==> src/hw/rtl/jbt_pkg.sv <==
// ----------------------------------------------------------------------------
// JSON byte tokenizer package
// Shared constants, character codes, token kinds and result types.
// ----------------------------------------------------------------------------
package jbt_pkg;

   localparam int POSITION_WIDTH = 16;
   localparam logic [POSITION_WIDTH-1:0] POS_MAX = {POSITION_WIDTH{1'b1}};

   localparam int QUEUE_DEPTH = 4;
   localparam int QUEUE_PTR_WIDTH = $clog2(QUEUE_DEPTH);
   localparam int QUEUE_CNT_WIDTH = $clog2(QUEUE_DEPTH + 1);

   // token kinds
   localparam logic [3:0] KIND_CONTENT  = 4'd0;
   localparam logic [3:0] KIND_STRING   = 4'd1;
   localparam logic [3:0] KIND_INTEGER  = 4'd2;
   localparam logic [3:0] KIND_FLOAT    = 4'd3;
   localparam logic [3:0] KIND_LBRACE   = 4'd4;
   localparam logic [3:0] KIND_RBRACE   = 4'd5;
   localparam logic [3:0] KIND_LBRACKET = 4'd6;
   localparam logic [3:0] KIND_RBRACKET = 4'd7;
   localparam logic [3:0] KIND_COLON    = 4'd8;
   localparam logic [3:0] KIND_COMMA    = 4'd9;
   localparam logic [3:0] KIND_END      = 4'd10;
   localparam logic [3:0] KIND_INVALID  = 4'd11;

   // character codes
   localparam logic [7:0] CHAR_TAB      = 8'h09;
   localparam logic [7:0] CHAR_NEWLINE  = 8'h0A;
   localparam logic [7:0] CHAR_CR       = 8'h0D;
   localparam logic [7:0] CHAR_SPACE    = 8'h20;
   localparam logic [7:0] CHAR_QUOTE    = 8'h22;
   localparam logic [7:0] CHAR_PLUS     = 8'h2B;
   localparam logic [7:0] CHAR_COMMA    = 8'h2C;
   localparam logic [7:0] CHAR_MINUS    = 8'h2D;
   localparam logic [7:0] CHAR_POINT    = 8'h2E;
   localparam logic [7:0] CHAR_0        = 8'h30;
   localparam logic [7:0] CHAR_9        = 8'h39;
   localparam logic [7:0] CHAR_COLON    = 8'h3A;
   localparam logic [7:0] CHAR_UPPER_E  = 8'h45;
   localparam logic [7:0] CHAR_LBRACKET = 8'h5B;
   localparam logic [7:0] CHAR_RBRACKET = 8'h5D;
   localparam logic [7:0] CHAR_LOWER_E  = 8'h65;
   localparam logic [7:0] CHAR_LBRACE   = 8'h7B;
   localparam logic [7:0] CHAR_RBRACE   = 8'h7D;

   typedef logic [POSITION_WIDTH-1:0] position_type;

   typedef struct packed {
      logic [3:0]  kind;
      logic [7:0]  content_byte;
      logic [15:0] token_row;
      logic [15:0] token_column;
      logic        last_result;
   } result_type;

   typedef struct packed {
      logic [1:0] count;
      result_type res0;
      result_type res1;
   } push_type;

   // place a counter into a 16-bit output field
   function automatic logic [15:0] to_field(input position_type v);
      logic [31:0] ext;
      ext = 32'(v);
      return ext[15:0];
   endfunction

   function automatic position_type sat_inc(input position_type v);
      return (v == POS_MAX) ? v : v + position_type'(1);
   endfunction

   // punctuation kind, KIND_CONTENT when the byte is no punctuation
   function automatic logic [3:0] punct_kind(input logic [7:0] b);
      logic [3:0] k;
      case (b)
         CHAR_LBRACE:   k = KIND_LBRACE;
         CHAR_RBRACE:   k = KIND_RBRACE;
         CHAR_LBRACKET: k = KIND_LBRACKET;
         CHAR_RBRACKET: k = KIND_RBRACKET;
         CHAR_COLON:    k = KIND_COLON;
         CHAR_COMMA:    k = KIND_COMMA;
         default:       k = KIND_CONTENT;
      endcase
      return k;
   endfunction

   function automatic logic num_start(input logic [7:0] b);
      return (b inside {[CHAR_0:CHAR_9], CHAR_MINUS, CHAR_PLUS});
   endfunction

   function automatic logic num_body(input logic [7:0] b);
      return num_start(b) || (b inside {CHAR_POINT, CHAR_UPPER_E, CHAR_LOWER_E});
   endfunction

   function automatic result_type make_result(input logic [3:0] kind,
                                              input logic [7:0] content,
                                              input position_type row,
                                              input position_type col);
      result_type r;
      r.kind         = kind;
      r.content_byte = content;
      r.token_row    = to_field(row);
      r.token_column = to_field(col);
      r.last_result  = 1'b0;
      return r;
   endfunction

endpackage

==> src/hw/rtl/jbt_step.sv <==
// ----------------------------------------------------------------------------
// JSON byte tokenizer step
// Input register, lexer state and the per-byte decision producing up to two
// results for the output queue.
// ----------------------------------------------------------------------------
module jbt_step (
   input  logic              clock,
   input  logic              reset,
   input  logic              in_valid,
   input  logic [7:0]        in_byte,
   input  logic              in_eoi,
   output logic              in_ready,
   input  logic              room,
   output jbt_pkg::push_type push
);

   localparam logic [1:0] MODE_IDLE   = 2'd0;
   localparam logic [1:0] MODE_STRING = 2'd1;
   localparam logic [1:0] MODE_NUMBER = 2'd2;

   logic                   held_ff;
   logic [7:0]             byte_ff;
   logic                   eoi_ff;

   logic [1:0]             mode_ff, mode_in;
   jbt_pkg::position_type  line_ff, line_in;
   jbt_pkg::position_type  col_ff, col_in;
   jbt_pkg::position_type  start_ff, start_in;
   logic                   saw_ff, saw_in;

   jbt_pkg::result_type    res [2];
   logic [1:0]             n;
   logic                   idle_pass;
   logic [3:0]             pk;
   logic [3:0]             num_kind;
   logic                   fire;

   assign fire     = held_ff && room;
   assign in_ready = !held_ff || room;

   always_ff @(posedge clock) begin
      if (reset) begin
         held_ff <= 1'b0;
      end else if (in_ready) begin
         held_ff <= in_valid;
      end
      if (in_ready && in_valid) begin
         byte_ff <= in_byte;
         eoi_ff  <= in_eoi;
      end
   end

   always_ff @(posedge clock) begin
      if (reset) begin
         mode_ff  <= MODE_IDLE;
         line_ff  <= jbt_pkg::position_type'(1);
         col_ff   <= jbt_pkg::position_type'(1);
         start_ff <= '0;
         saw_ff   <= 1'b0;
      end else if (fire) begin
         mode_ff  <= mode_in;
         line_ff  <= line_in;
         col_ff   <= col_in;
         start_ff <= start_in;
         saw_ff   <= saw_in;
      end
   end

   always_comb begin
      mode_in   = mode_ff;
      line_in   = line_ff;
      col_in    = col_ff;
      start_in  = start_ff;
      saw_in    = saw_ff;
      res[0]    = '0;
      res[1]    = '0;
      n         = 2'd0;
      idle_pass = 1'b0;
      pk        = jbt_pkg::punct_kind(byte_ff);
      num_kind  = saw_ff ? jbt_pkg::KIND_FLOAT : jbt_pkg::KIND_INTEGER;

      if (eoi_ff) begin
         // close an open token, then the end token
         if (mode_ff == MODE_STRING) begin
            res[n[0]] = jbt_pkg::make_result(jbt_pkg::KIND_STRING, 8'd0, line_ff, start_ff);
            n = n + 2'd1;
         end else if (mode_ff == MODE_NUMBER) begin
            res[n[0]] = jbt_pkg::make_result(num_kind, 8'd0, line_ff, start_ff);
            n = n + 2'd1;
         end
         mode_in   = MODE_IDLE;
         res[n[0]] = jbt_pkg::make_result(jbt_pkg::KIND_END, 8'd0, line_ff, '0);
         n = n + 2'd1;
      end else begin
         case (mode_ff)
            MODE_STRING: begin
               if (byte_ff == jbt_pkg::CHAR_QUOTE) begin
                  res[0]  = jbt_pkg::make_result(jbt_pkg::KIND_STRING, 8'd0, line_ff,
                                                 start_ff);
                  mode_in = MODE_IDLE;
               end else begin
                  res[0] = jbt_pkg::make_result(jbt_pkg::KIND_CONTENT, byte_ff, line_ff,
                                                start_ff);
               end
               n      = 2'd1;
               col_in = jbt_pkg::sat_inc(col_ff);
            end
            MODE_NUMBER: begin
               if (jbt_pkg::num_body(byte_ff)) begin
                  res[0] = jbt_pkg::make_result(jbt_pkg::KIND_CONTENT, byte_ff, line_ff,
                                                start_ff);
                  n      = 2'd1;
                  if (byte_ff == jbt_pkg::CHAR_POINT) begin
                     saw_in = 1'b1;
                  end
                  col_in = jbt_pkg::sat_inc(col_ff);
               end else begin
                  // close the number, then treat the byte as in idle mode
                  res[0]    = jbt_pkg::make_result(num_kind, 8'd0, line_ff, start_ff);
                  n         = 2'd1;
                  idle_pass = 1'b1;
               end
            end
            default: begin
               idle_pass = 1'b1;
            end
         endcase

         if (idle_pass) begin
            mode_in = MODE_IDLE;
            if (byte_ff == jbt_pkg::CHAR_NEWLINE) begin
               line_in = jbt_pkg::sat_inc(line_ff);
               col_in  = jbt_pkg::position_type'(1);
            end else if (byte_ff inside {jbt_pkg::CHAR_TAB, jbt_pkg::CHAR_CR,
                                         jbt_pkg::CHAR_SPACE}) begin
               col_in = jbt_pkg::sat_inc(col_ff);
            end else if (pk != jbt_pkg::KIND_CONTENT) begin
               res[n[0]] = jbt_pkg::make_result(pk, 8'd0, line_ff, col_ff);
               n         = n + 2'd1;
               col_in    = jbt_pkg::sat_inc(col_ff);
            end else if (byte_ff == jbt_pkg::CHAR_QUOTE) begin
               start_in = col_ff;
               col_in   = jbt_pkg::sat_inc(col_ff);
               mode_in  = MODE_STRING;
            end else if (jbt_pkg::num_start(byte_ff)) begin
               start_in  = col_ff;
               saw_in    = 1'b0;
               res[n[0]] = jbt_pkg::make_result(jbt_pkg::KIND_CONTENT, byte_ff, line_ff,
                                                col_ff);
               n         = n + 2'd1;
               col_in    = jbt_pkg::sat_inc(col_ff);
               mode_in   = MODE_NUMBER;
            end else begin
               res[n[0]] = jbt_pkg::make_result(jbt_pkg::KIND_INVALID, 8'd0, line_ff,
                                                col_ff);
               n         = n + 2'd1;
               col_in    = jbt_pkg::sat_inc(col_ff);
            end
         end
      end

      // mark the final result of this byte
      res[0].last_result = (n == 2'd1);
      res[1].last_result = (n == 2'd2);

      push.count = fire ? n : 2'd0;
      push.res0  = res[0];
      push.res1  = res[1];
   end

endmodule

==> src/hw/rtl/jbt_out_queue.sv <==
// ----------------------------------------------------------------------------
// JSON byte tokenizer result queue
// Small queue taking up to two results per cycle and delivering one while out_ready is high.
// ----------------------------------------------------------------------------
module jbt_out_queue (
   input  logic                clock,
   input  logic                reset,
   input  jbt_pkg::push_type   push,
   output logic                room,
   output logic                out_valid,
   input  logic                out_ready,
   output jbt_pkg::result_type out_result
);

   jbt_pkg::result_type                 entries_ff [jbt_pkg::QUEUE_DEPTH];
   logic [jbt_pkg::QUEUE_PTR_WIDTH-1:0] head_ff, head_in;
   logic [jbt_pkg::QUEUE_CNT_WIDTH-1:0] count_ff, count_in;
   logic [jbt_pkg::QUEUE_PTR_WIDTH-1:0] tail;
   logic [jbt_pkg::QUEUE_PTR_WIDTH-1:0] tail_next;
   logic                                pop;

   assign tail      = head_ff + count_ff[jbt_pkg::QUEUE_PTR_WIDTH-1:0];
   assign tail_next = tail + jbt_pkg::QUEUE_PTR_WIDTH'(1);
   assign out_valid = (count_ff != '0);
   assign pop       = out_valid && out_ready;
   assign out_result = entries_ff[head_ff];

   // room for a full pair, whatever leaves this cycle
   assign room = (count_ff <= jbt_pkg::QUEUE_CNT_WIDTH'(jbt_pkg::QUEUE_DEPTH - 2));

   always_comb begin
      head_in  = pop ? head_ff + jbt_pkg::QUEUE_PTR_WIDTH'(1) : head_ff;
      count_in = count_ff + jbt_pkg::QUEUE_CNT_WIDTH'(push.count)
                 - jbt_pkg::QUEUE_CNT_WIDTH'(pop);
   end

   always_ff @(posedge clock) begin
      if (reset) begin
         head_ff  <= '0;
         count_ff <= '0;
      end else begin
         head_ff  <= head_in;
         count_ff <= count_in;
      end
   end

   always_ff @(posedge clock) begin
      if (push.count != 2'd0) begin
         entries_ff[tail] <= push.res0;
      end
      if (push.count == 2'd2) begin
         entries_ff[tail_next] <= push.res1;
      end
   end

endmodule

==> src/hw/rtl/json_byte_tokenizer_core.sv <==
// rsp_tvalid rises once a byte has passed the input register and then the result queue.
// Throughput: one byte per cycle while the result queue has room for a pair; a byte
// yielding two results delivers them one at a time on the single-result output port.
// Reset: synchronous, active high; mode idle, row and column 1, result queue empty.
// ----------------------------------------------------------------------------
// JSON byte tokenizer core
// Streams JSON text bytes in and tokens with row and column positions out.
// ----------------------------------------------------------------------------
module json_byte_tokenizer_core (
   input  logic        clock,
   input  logic        reset,
   input  logic        req_tvalid,
   output logic        req_tready,
   input  logic [7:0]  req_tdata,   // [7:0] data_byte
   input  logic [0:0]  req_tuser,   // [0] end_of_input
   output logic        rsp_tvalid,
   input  logic        rsp_tready,
   output logic [39:0] rsp_tdata,   // [7:0] content_byte, [23:8] token_row,
                                    // [39:24] token_column
   output logic [3:0]  rsp_tuser,   // [3:0] kind
   output logic        rsp_tlast    // last_result
);

   jbt_pkg::push_type   push;
   jbt_pkg::result_type result;
   logic                room;

   jbt_step u_step (
      .clock    (clock),
      .reset    (reset),
      .in_valid (req_tvalid),
      .in_byte  (req_tdata),
      .in_eoi   (req_tuser[0]),
      .in_ready (req_tready),
      .room     (room),
      .push     (push)
   );

   jbt_out_queue u_queue (
      .clock      (clock),
      .reset      (reset),
      .push       (push),
      .room       (room),
      .out_valid  (rsp_tvalid),
      .out_ready  (rsp_tready),
      .out_result (result)
   );

   assign rsp_tdata = {result.token_column, result.token_row, result.content_byte};
   assign rsp_tuser = result.kind;
   assign rsp_tlast = result.last_result;

endmodule
==> config.mk <==
export PLATFORM = sky130hd
export DESIGN_NAME = json_byte_tokenizer_core
export DESIGN_NICKNAME = d
export VERILOG_FILES = /design/src/hw/rtl/jbt_pkg.sv /design/src/hw/rtl/jbt_step.sv /design/src/hw/rtl/jbt_out_queue.sv /design/src/hw/rtl/json_byte_tokenizer_core.sv
export SDC_FILE = /design/constraint.sdc
export NUM_CORES = 1
export LEC_CHECK = 0
export BUFFER_PORTS_ARGS = -buffer_cell sky130_fd_sc_hd__buf_2
export CAP_MARGIN = 20
export CORE_MARGIN = 8
export CORE_UTILIZATION = 42
export DETAILED_ROUTE_END_ITERATION = 10
export PLACE_DENSITY = 0.63
export SYNTH_ARGS = -nofsm -noshare
export SYNTH_HDL_FRONTEND = slang
export SYNTH_HIERARCHICAL = 1
export SYNTH_SLANG_ARGS = --single-unit
==> constraint.sdc <==
create_clock -name clock -period 5.65 [get_ports clock]
set_input_delay 0.8475 -clock clock [delete_from_list [all_inputs] [get_ports clock]]
set_output_delay 0.8475 -clock clock [all_outputs]
set_load 0.01 [all_outputs]
# Word-level counts from Yosys, hierarchy flattened
# Memories as Yosys holds them, arrays and structs flattened. A register that Yosys moved wholly into a read port is not among the register bits.
# Index checks and enable logic that the tools add are counted.
# classes
reduce_logical	25
n_mux	70
order_cmp	7
multipliers	0
eq_ne	24
shifts	0
div_mod_pow	0
add_sub_neg	9
bitwise_logic	7
# ops
operator	count
$mux 90	7
$bwmux 90	4
$mux 45	7
$mux 16	6
$demux 45 s1	2
$pmux 45 s2	1
$eq 8x6->1 const B	7
$eq 8x7->1 const B	6
$mux 2	21
$mux 42	1
$add 16x1->16 const B	2
$eq 16x16->1 const B	2
$pmux 16 s2	1
$eq 8x4->1 const B	3
$pmux 4 s6	1
$reduce_bool 3->1	7
$mux 1	18
$add 2x1->2 const B	4
$ge 8x6->1 const B	1
$le 8x6->1 const B	1
$reduce_and 7->1	1
$eq 2x2->1 const B	3
$logic_and 1x1->1	6
$not 1->1	5
other kinds (19)	25
# word_totals
ram_bits	180
latch_bits	0
ff_bits	66
word_cells	153
memories	1
rom_bits	0
in_bits	13
out_inout_bits	47
# mem_list
memory	words	word_bits	read_ports	rd_ports_with_merged_regs	write_ports	line	text
u_queue.entries_ff	4	45	1	1	2	jbt_out_queue.sv:15	jbt_pkg::result_type entries_ff [jbt_pkg::QUEUE_DEPTH];

# Logic depth before layout (Yosys ltp)
# Gate-level depths: netlist (run 1).
# depth
ltp_word	17
depth_mapped	17
depth_no_buf	14

# Hierarchy
# The synthesis (run 1) kept the hierarchy.
# modules_own_cells
mod	cells_each	area_per_inst_um2	instances
jbt_out_queue	479	9181.3	1
jbt_step	476	3908.7	1

# Worst setup path before layout (run 1)
# OpenSTA, ideal clock, no wires.
# synth_timing
kind	register to register
startpoint	register u_step.byte_ff[2]
endpoint	memory u_queue/entries_ff[2][0] (netlist name) (enable)
path_buffers	1
synth_period_minus_slack_ns	6.070
t_arrival_ns	5.555
setup_slack_ns	-0.420
stages_incl_launch_ff	12
path_cell_list	edfxtp_1 buf_6 or3_1 nor3_2 inv_1 ha_1 nand2_1 a41oi_1 o22ai_1 nor2_1 nor2_1 o31ai_1
# synth_rtl
item	line	text
from (decl)	jbt_step.sv:22	logic [7:0] byte_ff;
from (signal assigned)	jbt_step.sv:48	byte_ff <= in_byte;
to (decl)	jbt_out_queue.sv:15	

==> impl_metrics.py, run 1 <==
metrics = {
    "critical_path": {
        "rr_startpoint": "u_step/mode_ff[0]",
        "path_max_fanout": 26,
        "reg2reg_to": "u_queue/entries_ff[3][21]",
        "worst_setup_path_end_kind": "flip-flop",
        "critical_path_required_ns": 5.93,
        "r2r_slack_ns": 1.20,
        "worstSetupPathType": "reg -> reg",
        "rr_worst_depth": 12,
        "start_kind": "flip-flop",
        "cp.arrival_ns": 4.73,
    },
    "grt": {
        "grt_max_degree": 46,
        "met3_usage_pct": 2.150,
        "antenna_found_initial": 0,
        "grtUsageMet2_pct": 26.76,
        "first_global_vias": 8251,
        "grt_use_met1_pct": 22.72,
        "grt.busiest_layer": "met2",
        "grt_pass1_wl_microns": 47510,
        "grt.total_usage_pct": 16.28,
        "grt_overflow_total": 0,
    },
    "timing": {
        "worst_pin_slew_ns": 1.078,
        "setup_ws_ns": 1.196,
        "setup_violations": 0,
        "rsz0062_at_grt": "no",
        "clock.fmax_mhz": 224.5,
        "fin_crit_ns": 4.454,
        "fin_skew_ns": 0.01949,
        "finalHoldViolations": 0,
        "tns_ns": 0,
        "slew_headroom_pct": 27.15,
        "fin_crit_sh_pct": 78.83,
        "finalMaxSlewViolations": 0,
    },
    "placed_design": {
        "dp_cells": 1374,
        "dp_slack_ns": 1.279,
        "hpwlAfterDp_microns": 18820,
        "gp_congestion": 0.8967,
        "portBuffers": 59,
    },
    "synth": {
        "synth_top_family_by_area": "multiplexers",
        "ys_ff_latch": 248,
        "synth_edf_count": 189,
        "synth_xor_area_share_pct": 1.721,
        "synth_top_area_share_pct": 43.36,
        "synthMuxAreaShare_pct": 25.83,
        "synthArstFlopShare_pct": 0,
        "synth_compound_area_share_pct": 4.817,
        "yosysUniqueCellTypes": 73,
        "synth-adder-area-share_pct": 1.109,
        "synth_area_leaders": "edfxtp_1 43%, mux2_2 12%, dfxtp_1 9.0%",
        "synth-simple-area-share_pct": 10.91,
        "yosys.area.top_type": "edfxtp_1",
        "postSynthCellCount": 955,
        "synthFlopType": "edfxtp_1",
        "avgSynthCellArea_sq_um": 13.71,
        "yosysSeqAreaShare_pct": 52.38,
        "syn_area_sq_um": 13090,
        "ys_warn_count": 6,
    },
    "clocking": {
        "clock-sinks": 248,
        "hold_buffers": 0,
        "post_cts_resized": 0,
        "clk_path_buf_depth": 3,
        "tritoncts": "built",
        "post_cts_buffers": 0,
        "cts_buffers": 28,
        "root_buffer": "clkbuf_16",
        "clk_pin_slew_ns": 0.06,
        "ctsHtreeMaxLevel": 1,
        "insertion_delay_ns": 0.54,
    },
    "die": {
        "die_w_microns": 192.5,
        "die_h_microns": 192.5,
        "start_util_pct": 42.68,
        "std_cell_rows": 64,
        "core_sq_um": 30670,
        "dieArea_sq_um": 37070,
        "io_pins": 60,
    },
    "final_layout": {
        "finalNonFillerCells": 1426,
        "seqCellArea_sq_um": 6862,
        "fillers": 2710,
        "num_antenna_cells": 0,
        "nets": 1032,
        "multiInputGateArea_sq_um": 5882,
        "syn_to_final_growth_pct": 12.43,
        "drive_gt1_share_pct": 36.12,
    },
    "drt": {
        "wl_per_cell_microns": 21.20,
        "ant_nets": 0,
        "dr.first_iter.drc_count": 471,
        "detail_route.vias_per_cell": 5.593,
        "firstDrtPassIters": 5,
        "drc": 0,
        "wl_microns": 30230,
        "vias": 7976,
    },
    "run": {
        "drv_cap": 0,
    },
    "worst_hold_path": {
        "whs_path_depth": 1,
        "min_from": "req_tdata[2]",
        "hp-class": "in -> reg",
        "whs_endpoint": "u_step/byte_ff[2]",
    },
    "pwr": {
        "p_per_area_nw_per_um2": 346.4,
        "peakVddDrop_v": 0.0002129,
        "p_leak_nw": 5.459,
    },
    "run_status": {
        "status": "finished, final reports clean",
    },
}
layout by cell type (no fill, tap or decap), drive strengths merged, types with 9 or more instances in the layout:
cell type and n:
nand3 17, edfxtp 189, a21oi 24, and3 10, dfxtp 59, a22o 16
buf 79, clkbuf 42, inv 17, ha 10, o21ai 12, mux2 180
or3 9, nor3 11, nand2 31, nor2 70, nand4 11, xor2 16
mux2i 19, and2 50, mux4 45
state kept, by name, summed over array words and instances, names as in the netlist, named ones only:
name / count
u_queue/count_ff: 3
u_queue/entries_ff: 180
u_queue/head_ff: 2
u_step/byte_ff: 8
u_step/col_ff: 16
u_step/eoi_ff: 1
u_step/held_ff: 1
u_step/line_ff: 16
u_step/mode_ff: 2
u_step/saw_ff: 1
u_step/start_ff: 16
power breakdown:
group	switching [mW]	leakage (nW)	internal (mW)	total, mW
logic	0.472	2.80	0.459	0.931
clock network	0.724	0.456	1.10	1.82
registers	0.173	2.20	2.17	2.34
cell usage after synthesis (10+ instances only):
master and count:
edfxtp_1 189, mux2_2 140, nor2_1 70, dfxtp_1 59, and2_1 50, mux4_2 45
mux2_4 40, nand2_1 30, clkbuf_1 25, a21oi_1 24, buf_2 21, mux2i_1 19
a22o_1 16, inv_1 16, xor2_1 16, nand3_1 15, nand4_1 11, o21ai_0 11
and3_1 10, ha_1 10
stage by stage:
stage | total power [mW] | util (%) | instance area [sq um] | hold slack, ns
after global routing | 5.326 | 47.98 | 14720 | 0.4596
after CTS | 5.178 | 47.98 | 14720 | 0.4642
after global placement | 3.336 | 44.95 | 13790 | 0.4759
after detailed placement | 3.342 | 44.95 | 13790 | 0.4887
after floorplan | 2.946 | - | 13120 | 0.4641
final | 5.098 | 47.98 | 14720 | 0.4858
routing by layer:
metal	vias to the layer above	wire, microns
li1	3748	-
met5	-	0
met2	207	14240
met3	37	1381
met1	3984	14130
met4	0	486
layout make-up:
class | instances | area share (%)
Clock buffer | 42 | 5.611
Timing Repair Buffer | 79 | 3.282
Inverter | 17 | 0.4336
Clock inverter | 10 | 0.7142
Tap cell | 396 | 3.367
Multi-Input combinational cell | 634 | 39.97
Sequential cell | 248 | 46.62
worst max-delay path by stage:
| stage | start | endpoint | slack, ns | cells past startpoint |
|---|---|---|---|---|
| final | u_step/mode_ff[0] | u_queue/entries_ff[3][21] | 1.20 | 12 |
| after global routing | u_step/mode_ff[0] | u_queue/entries_ff[3][21] | 0.80 | 12 |
| after CTS | u_step/mode_ff[0] | u_queue/entries_ff[3][21] | 1.24 | 12 |
| after detailed placement | u_step/mode_ff[0] | u_queue/entries_ff[3][22] | 1.28 | 12 |
| after global placement | u_step/mode_ff[0] | u_queue/entries_ff[3][22] | 1.41 | 12 |
| after floorplan | u_step/mode_ff[0] | u_queue/entries_ff[1][0] | 0.83 | 14 |
logic make-up (layout without fill, tap and decap cells):
logic type | count (synthesis) | count (layout)
buffers and inverters | 80 | 148
AND/OR/NAND/NOR | 257 | 257
XOR/XNOR | 24 | 24
multiplexers | 244 | 244
flip-flops | 248 | 248
adder cells (fa/ha/maj) | 11 | 11
AO/OA/AOI/OAI | 90 | 90
other | 1 | 8
critical path, stage by stage, from the launching register on:
cell	delay [ns]
dfxtp_1	0.38
inv_1	0.06
ha_1	0.64
clkinv_1	0.38
nand2_1	0.13
a31o_2	0.40
nand2_1	0.18
o31ai_1	0.30
nor2b_1	0.27
inv_1	0.09
or4_2	0.63
buf_4	0.32
mux2_4	0.37
Power figures use the tool's default switching activity.
==> run 2, diff against run 1 <==
--- a/config.mk
+++ b/config.mk
@@ -10,7 +10,7 @@
 export CORE_MARGIN = 8
 export CORE_UTILIZATION = 42
 export DETAILED_ROUTE_END_ITERATION = 10
-export PLACE_DENSITY = 0.63
+export PLACE_DENSITY = 0.61
 export SYNTH_ARGS = -nofsm -noshare
 export SYNTH_HDL_FRONTEND = slang
 export SYNTH_HIERARCHICAL = 1
==> constraint.sdc (replaced) <==
create_clock -name clock -period 4.65 [get_ports clock]
set_input_delay 0.6975 -clock clock [delete_from_list [all_inputs] [get_ports clock]]
set_output_delay 0.6975 -clock clock [all_outputs]
set_load 0.01 [all_outputs]
==> run 2 against run 1 <==
  * Via count is 0.48% lower
  * Die area did not move
  * First-iteration DRC count rose by 8.5%
  * Critical endpoint is now u_queue/entries_ff[3][18]
==> impl_metrics.py, run 2 (same netlist as run 1, synthesis figures left out) <==
metrics = {
    "critical_path": {
        "cp.arrival_ns": 4.19,
        "crit_path_end": "u_queue/entries_ff[3][18]",
        "path_max_fanout": 26,
        "critPathSlowestCell": "or4_2",
        "critical_path_required_ns": 4.93,
        "worstSetupPathType": "reg -> reg",
        "reg2reg_to": "u_queue/entries_ff[3][18]",
        "path_cells": "or3_1, nor3_2, inv_1, ha_1, nand2_1, a41oi_1, o22ai_1, nor2_1, or4_2, buf_4, mux2_4",
        "r2r_slack_ns": 0.74,
        "worst_setup_path_end_kind": "flip-flop",
        "rr_startpoint": "u_step/byte_ff[2]",
        "critPathMaxStageDelay_ns": 0.67,
        "rr_worst_depth": 11,
        "start_kind": "flip-flop",
        "crit_start": "u_step/byte_ff[2]",
    },
    "grt": {
        "met3_usage_pct": 2.313,
        "grt_overflow_total": 0,
        "antenna_found_initial": 1,
        "grtUsageMet2_pct": 27.23,
        "grt_max_degree": 46,
        "grt.busiest_layer": "met2",
        "grt_pass1_wl_microns": 47020,
        "grt_use_met1_pct": 22.13,
        "grt.total_usage_pct": 16.22,
        "first_global_vias": 8220,
    },
    "die": {
        "std_cell_rows": 64,
        "die_h_microns": 192.5,
        "io_pins": 60,
        "dieArea_sq_um": 37070,
        "core_sq_um": 30670,
        "start_util_pct": 42.68,
        "die_w_microns": 192.5,
    },
    "clocking": {
        "clk_pin_slew_ns": 0.06,
        "insertion_delay_ns": 0.53,
        "clk_path_buf_depth": 3,
        "clock-sinks": 248,
        "tritoncts": "built",
        "post_cts_resized": 0,
        "cts_buffers": 28,
        "post_cts_buffers": 0,
        "hold_buffers": 0,
        "ctsHtreeMaxLevel": 1,
        "root_buffer": "clkbuf_16",
    },
    "run_status": {
        "status": "finished, final reports clean",
    },
    "drt": {
        "wl_microns": 30230,
        "detail_route.vias_per_cell": 5.536,
        "drc": 0,
        "vias": 7938,
        "firstDrtPassIters": 4,
        "wl_per_cell_microns": 21.08,
        "ant_nets": 0,
        "dr.first_iter.drc_count": 511,
    },
    "final_layout": {
        "largest_register": "u_queue/entries_ff",
        "drive_gt1_share_pct": 36.51,
        "syn_to_final_growth_pct": 12.62,
        "fillers": 2722,
        "layout_common_cells": "189 x edfxtp_1, 140 x mux2_2, 69 x nor2_1",
        "final_common_cell": "edfxtp_1",
        "final_util_pct": 48.07,
        "num_antenna_cells": 0,
        "largest_reg_flops": 180,
        "nets": 1040,
        "finalNonFillerCells": 1434,
    },
    "timing": {
        "fin_skew_ns": 0.008593,
        "slew_headroom_pct": 25.03,
        "finalMaxSlewViolations": 0,
        "fin_crit_sh_pct": 84.08,
        "worst_pin_slew_ns": 1.109,
        "setup_violations": 0,
        "finalHoldWorstSlack_ns": 0.3413,
        "finalHoldViolations": 0,
        "rsz0062_at_grt": "no",
        "clock.fmax_mhz": 255.8,
        "fin_crit_ns": 3.910,
    },
    "pwr": {
        "peakVddDrop_v": 0.0002586,
        "p_total_mw": 6.136,
        "p_leak_nw": 5.486,
        "p_per_area_nw_per_um2": 416.2,
    },
    "worst_hold_path": {
        "hp-class": "in -> reg",
        "min_from": "req_tdata[3]",
    },
    "run": {
        "drv_cap": 0,
    },
    "placed_design": {
        "gp_congestion": 0.8692,
        "portBuffers": 59,
        "hpwlAfterDp_microns": 19190,
        "dp_cells": 1380,
    },
}
-- run 2: cell types whose count changed in the layout (fill, tap and decap cells not counted), sizes merged --
cell	delta
buf	+8
bufinv	-1
inv	-1
clkbuf	-2
clkinv	+4
-- run 2: through the flow --
step,area [sq um],worst slack (ns),TNS (ns)
global placement,13790,0.8790,0
floorplan,13130,-0.01711,-0.7701
detailed placement,13790,0.8046,0
global route,14740,0.5046,0
finish,14740,0.7404,0
CTS,14690,0.7888,0
-- run 2: power by group --
part           internal, mW  leakage [nW]  switching (mW)
Clock                  1.27         0.444           0.856
Sequential             2.64          2.20           0.118
Combinational         0.574          2.84           0.675
Total                  4.49          5.49            1.65
-- run 2: metal layers --
layer,vias to the layer above,routed length [microns]
li1,3766,-
met1,3984,14200
met2,158,14360
met3,28,1316
met4,2,350
met5,-,8
-- run 2: how the worst min path moves through the flow --
stage	slack [ns]	end	depth (start not counted)
final	0.34	u_step/byte_ff[3]	1
after global routing	0.32	u_step/byte_ff[5]	1
after CTS	0.31	u_step/byte_ff[3]	1
after detailed placement	0.48	u_step/start_ff[1]	2
after global placement	0.48	u_step/start_ff[12]	2
after floorplan	0.46	u_step/start_ff[10]	2
-- run 2: worst max-delay path, delay by kind of cell, from the launching register on --
kind / cells / cell delay [ns]
compound gates: 2 / 0.37
fa+ha+maj: 1 / 0.33
buf+inv: 2 / 0.45
flops: 1 / 0.57
mux: 1 / 0.36
simple gates: 5 / 1.56
-- run 2: cell type report --
cell class	instances	area, sq um	area share (%)
Clock buffer	40	818.3	5.551
Clock inverter	12	82.58	0.5602
Inverter	17	63.81	0.4329
Multi-Input combinational cell	634	5882	39.90
Sequential cell	248	6862	46.55
Tap cell	396	495.5	3.361
Timing Repair Buffer	87	538.0	3.650
==> run 3, diff against run 2 <==
--- a/config.mk
+++ b/config.mk
@@ -5,12 +5,13 @@
 export SDC_FILE = /design/constraint.sdc
 export NUM_CORES = 1
 export LEC_CHECK = 0
+export ABC_AREA = 1
 export BUFFER_PORTS_ARGS = -buffer_cell sky130_fd_sc_hd__buf_2
 export CAP_MARGIN = 20
 export CORE_MARGIN = 8
 export CORE_UTILIZATION = 42
 export DETAILED_ROUTE_END_ITERATION = 10
-export PLACE_DENSITY = 0.61
+export PLACE_DENSITY = 0.63
 export SYNTH_ARGS = -nofsm -noshare
 export SYNTH_HDL_FRONTEND = slang
 export SYNTH_HIERARCHICAL = 1
==> constraint.sdc (replaced) <==
create_clock -name clock -period 3.3 [get_ports clock]
set_input_delay 0.495 -clock clock [delete_from_list [all_inputs] [get_ports clock]]
set_output_delay 0.495 -clock clock [all_outputs]
set_load 0.01 [all_outputs]
==> run 3 against run 2 <==
  * Sequential power up 39%
  * Setup slack worse by 0.55 ns
  * Clock-buffer cell count is 4 lower
  * Clock skew rose by 0.027 ns
  * Largest power group unchanged
  * Cell area is 7.7% higher
  * Flip-flop and latch count is the same
  * Critical path depth is 2 lower
  * Via count grew 62%
  * Critical path type unchanged
  * Cell count up 57%
  * Sequential share of layout area decreased by 3.4 points
==> impl_metrics.py, run 3 <==
metrics = {
    "grt": {
        "antenna_found_initial": 0,
        "grt_max_degree": 133,
        "grt.total_usage_pct": 19.78,
        "grt_pass1_wl_microns": 66160,
        "grt_overflow_total": 0,
        "first_global_vias": 12173,
    },
    "synth": {
        "yosysSeqAreaShare_pct": 47.54,
        "avgSynthCellArea_sq_um": 8.079,
        "synth_area_leaders": "edfxtp_1 39%, nand2_1 13%, nand4_1 8.9%",
        "ys_warn_count": 6,
        "synth_xor_area_share_pct": 0.9717,
        "postSynthCellCount": 1785,
        "synthArstFlopShare_pct": 0,
        "yosysMostFrequentCell": "nand2_1",
        "synth_top_area_share_pct": 39.35,
        "synth_compound_area_share_pct": 9.613,
        "synth-adder-area-share_pct": 1.006,
        "syn_area_sq_um": 14420,
        "yosys.area.top_type": "edfxtp_1",
        "synth-simple-area-share_pct": 31.98,
        "synthMuxAreaShare_pct": 0,
        "synth_top_family_by_area": "simple AND/OR/NAND/NOR gates",
        "synthFlopType": "edfxtp_1",
        "yosysUniqueCellTypes": 44,
        "ys_ff_latch": 248,
        "synth_common_cells": "491 x nand2_1, 206 x nand4_1, 189 x edfxtp_1",
        "synth_edf_count": 189,
    },
    "drt": {
        "dr.first_iter.drc_count": 1244,
        "ant_nets": 0,
        "wl_microns": 41530,
        "detail_route.vias_per_cell": 5.690,
        "firstDrtPassIters": 5,
        "vias": 12830,
        "wl_per_cell_microns": 18.42,
        "drc": 0,
    },
    "final_layout": {
        "largest_register": "u_queue/entries_ff",
        "nets": 1803,
        "layout_common_cells": "491 x nand2_1, 206 x nand4_1, 189 x edfxtp_1",
        "final_util_pct": 46.43,
        "finalNonFillerCells": 2255,
        "num_antenna_cells": 0,
        "syn_to_final_growth_pct": 10.11,
        "final_common_cell": "nand2_1",
        "drive_gt1_share_pct": 11.28,
        "largest_reg_flops": 180,
    },
    "clocking": {
        "clk_pin_slew_ns": 0.06,
        "clk_path_buf_depth": 3,
        "clock-sinks": 248,
        "hold_buffers": 0,
        "cts_buffers": 27,
        "ctsHtreeMaxLevel": 1,
        "insertion_delay_ns": 0.56,
        "root_buffer": "clkbuf_16",
        "tritoncts": "built",
    },
    "run_status": {
        "status": "finished, final reports clean",
    },
    "die": {
        "std_cell_rows": 68,
        "core_sq_um": 34200,
        "dieArea_sq_um": 40520,
        "start_util_pct": 42.16,
        "die_w_microns": 201.3,
        "io_pins": 60,
        "die_h_microns": 201.3,
    },
    "timing": {
        "fin_skew_ns": 0.03547,
        "clock.fmax_mhz": 321.6,
        "fin_crit_ns": 3.109,
        "setup_violations": 0,
        "slew_headroom_pct": 42.87,
        "rsz0062_at_grt": "no",
        "finalHoldWorstSlack_ns": 0.1083,
        "worst_pin_slew_ns": 0.8503,
        "finalMaxSlewViolations": 0,
        "finalHoldViolations": 0,
        "fin_crit_sh_pct": 94.21,
        "tns_ns": 0,
    },
    "placed_design": {
        "gp_congestion": 0.8941,
        "dp_cells": 2204,
        "hpwlAfterDp_microns": 26310,
        "portBuffers": 59,
    },
    "critical_path": {
        "r2r_slack_ns": 0.19,
        "path_max_fanout": 24,
        "critPathSlowestCell": "nor3_1",
        "worst_setup_path_end_kind": "flip-flop",
        "crit_start": "u_step/mode_ff[0]",
        "crit_buf_inv": 4,
        "cp_top_family": "simple AND/OR/NAND/NOR gates",
        "path_cells": "inv_1, ha_1, inv_1, buf_4, buf_4, nand3_1, nor3_1, nand4_1, nand2_1",
        "rr_startpoint": "u_step/mode_ff[0]",
        "start_kind": "flip-flop",
        "cp.arrival_ns": 3.51,
        "critPathMaxStageDelay_ns": 0.75,
        "critical_path_required_ns": 3.70,
        "worstSetupPathType": "reg -> reg",
    },
    "pwr": {
        "peakVddDrop_v": 0.0004623,
        "p_per_area_nw_per_um2": 612.0,
        "p_total_mw": 9.718,
        "p_leak_nw": 6.197,
    },
    "run": {
        "drv_cap": 0,
    },
    "worst_hold_path": {
        "hp-class": "in -> reg",
        "min_from": "req_tdata[4]",
    },
}
==> run 3: cell types whose count changed after synthesis, moves of 28 or more <==
| cell | change |
|---|---|
| a21oi_1 | +28 |
| nand4_1 | +195 |
| inv_1 | +91 |
| buf_2 | +42 |
| o21ai_0 | +114 |
| o22ai_1 | +46 |
| nand2_1 | +461 |
| mux4_2 | -45 |
| nor2_1 | +106 |
| and2_1 | -50 |
| mux2_4 | -40 |
| mux2_2 | -140 |
| nor3_1 | +31 |
==> run 3: kinds of logic after synthesis <==
| logic type | count (synthesis) |
|---|---|
| AOI/OAI and AO/OA | 250 |
| other | 1 |
| and+or+nand+nor | 997 |
| buffers and inverters | 262 |
| xor gates and xnor gates | 16 |
| adders and majority gates | 11 |
| DFF | 248 |
==> run 3: worst register-to-register path: cells and delay by family, from the launching register on <==
kind                       cells  cell delay [ns]
and+or+nand+nor                4             1.58
buffers and inverters          4             0.63
DFF                            1             0.37
adders and majority gates      1             0.37
==> run 3: routing by layer <==
layer  part of all wire (%)  vias to the layer above  routed length [microns]  GRT usage [%]
li1                       -                     6179                        -              -
met1                     44                     6132                    18350          26.50
met2                     47                      448                    19690          33.20
met3                    6.4                       71                     2645          2.203
met4                    2.0                        0                      844          6.157
met5                      0                        -                        0              0
==> run 3: final timing paths <==
path / cells after the start / to
setup reg to reg: 9 / u_queue/entries_ff[1][9]
setup / recovery: 9 / u_queue/entries_ff[1][9]
hold / removal: 1 / u_step/byte_ff[4]
hold reg to reg: 2 / u_step/start_ff[7]
==> run 3: layout make-up <==
| type | instances | area, sq um |
|---|---|---|
| tap | 455 | 569.3 |
| inverter | 119 | 447.9 |
| fill | 3325 | 18320 |
| clock buffer | 36 | 749.5 |
| timing repair buffer | 101 | 755.7 |
| sequential | 248 | 6858 |
| clock inverter | 14 | 115.1 |
| multi-input combinational | 1282 | 6384 |
==> run 3: metrics by stage <==
stage / worst slack [ns] / cell area [sq um]
finish: 0.1909 / 15880
floorplan: 0.007178 / 14510
CTS: 0.1202 / 15850
global placement: 0.2878 / 14980
detailed placement: 0.1761 / 14980
global route: 0.02213 / 15880
==> run 3: repair_timing <==
item / in CTS / in global routing
endpoints found under the setup margin: 0 / 325
resized for setup: 0 / 2
setup buffers: 0 / 1
==> run 3: report_power, final <==
part           internal [mW]  switching, mW  total, mW  leakage [nW]
Clock                   1.68           1.27       2.95         0.412
Sequential              3.70          0.137       3.84          2.19
Combinational          0.724           2.21       2.94          3.59
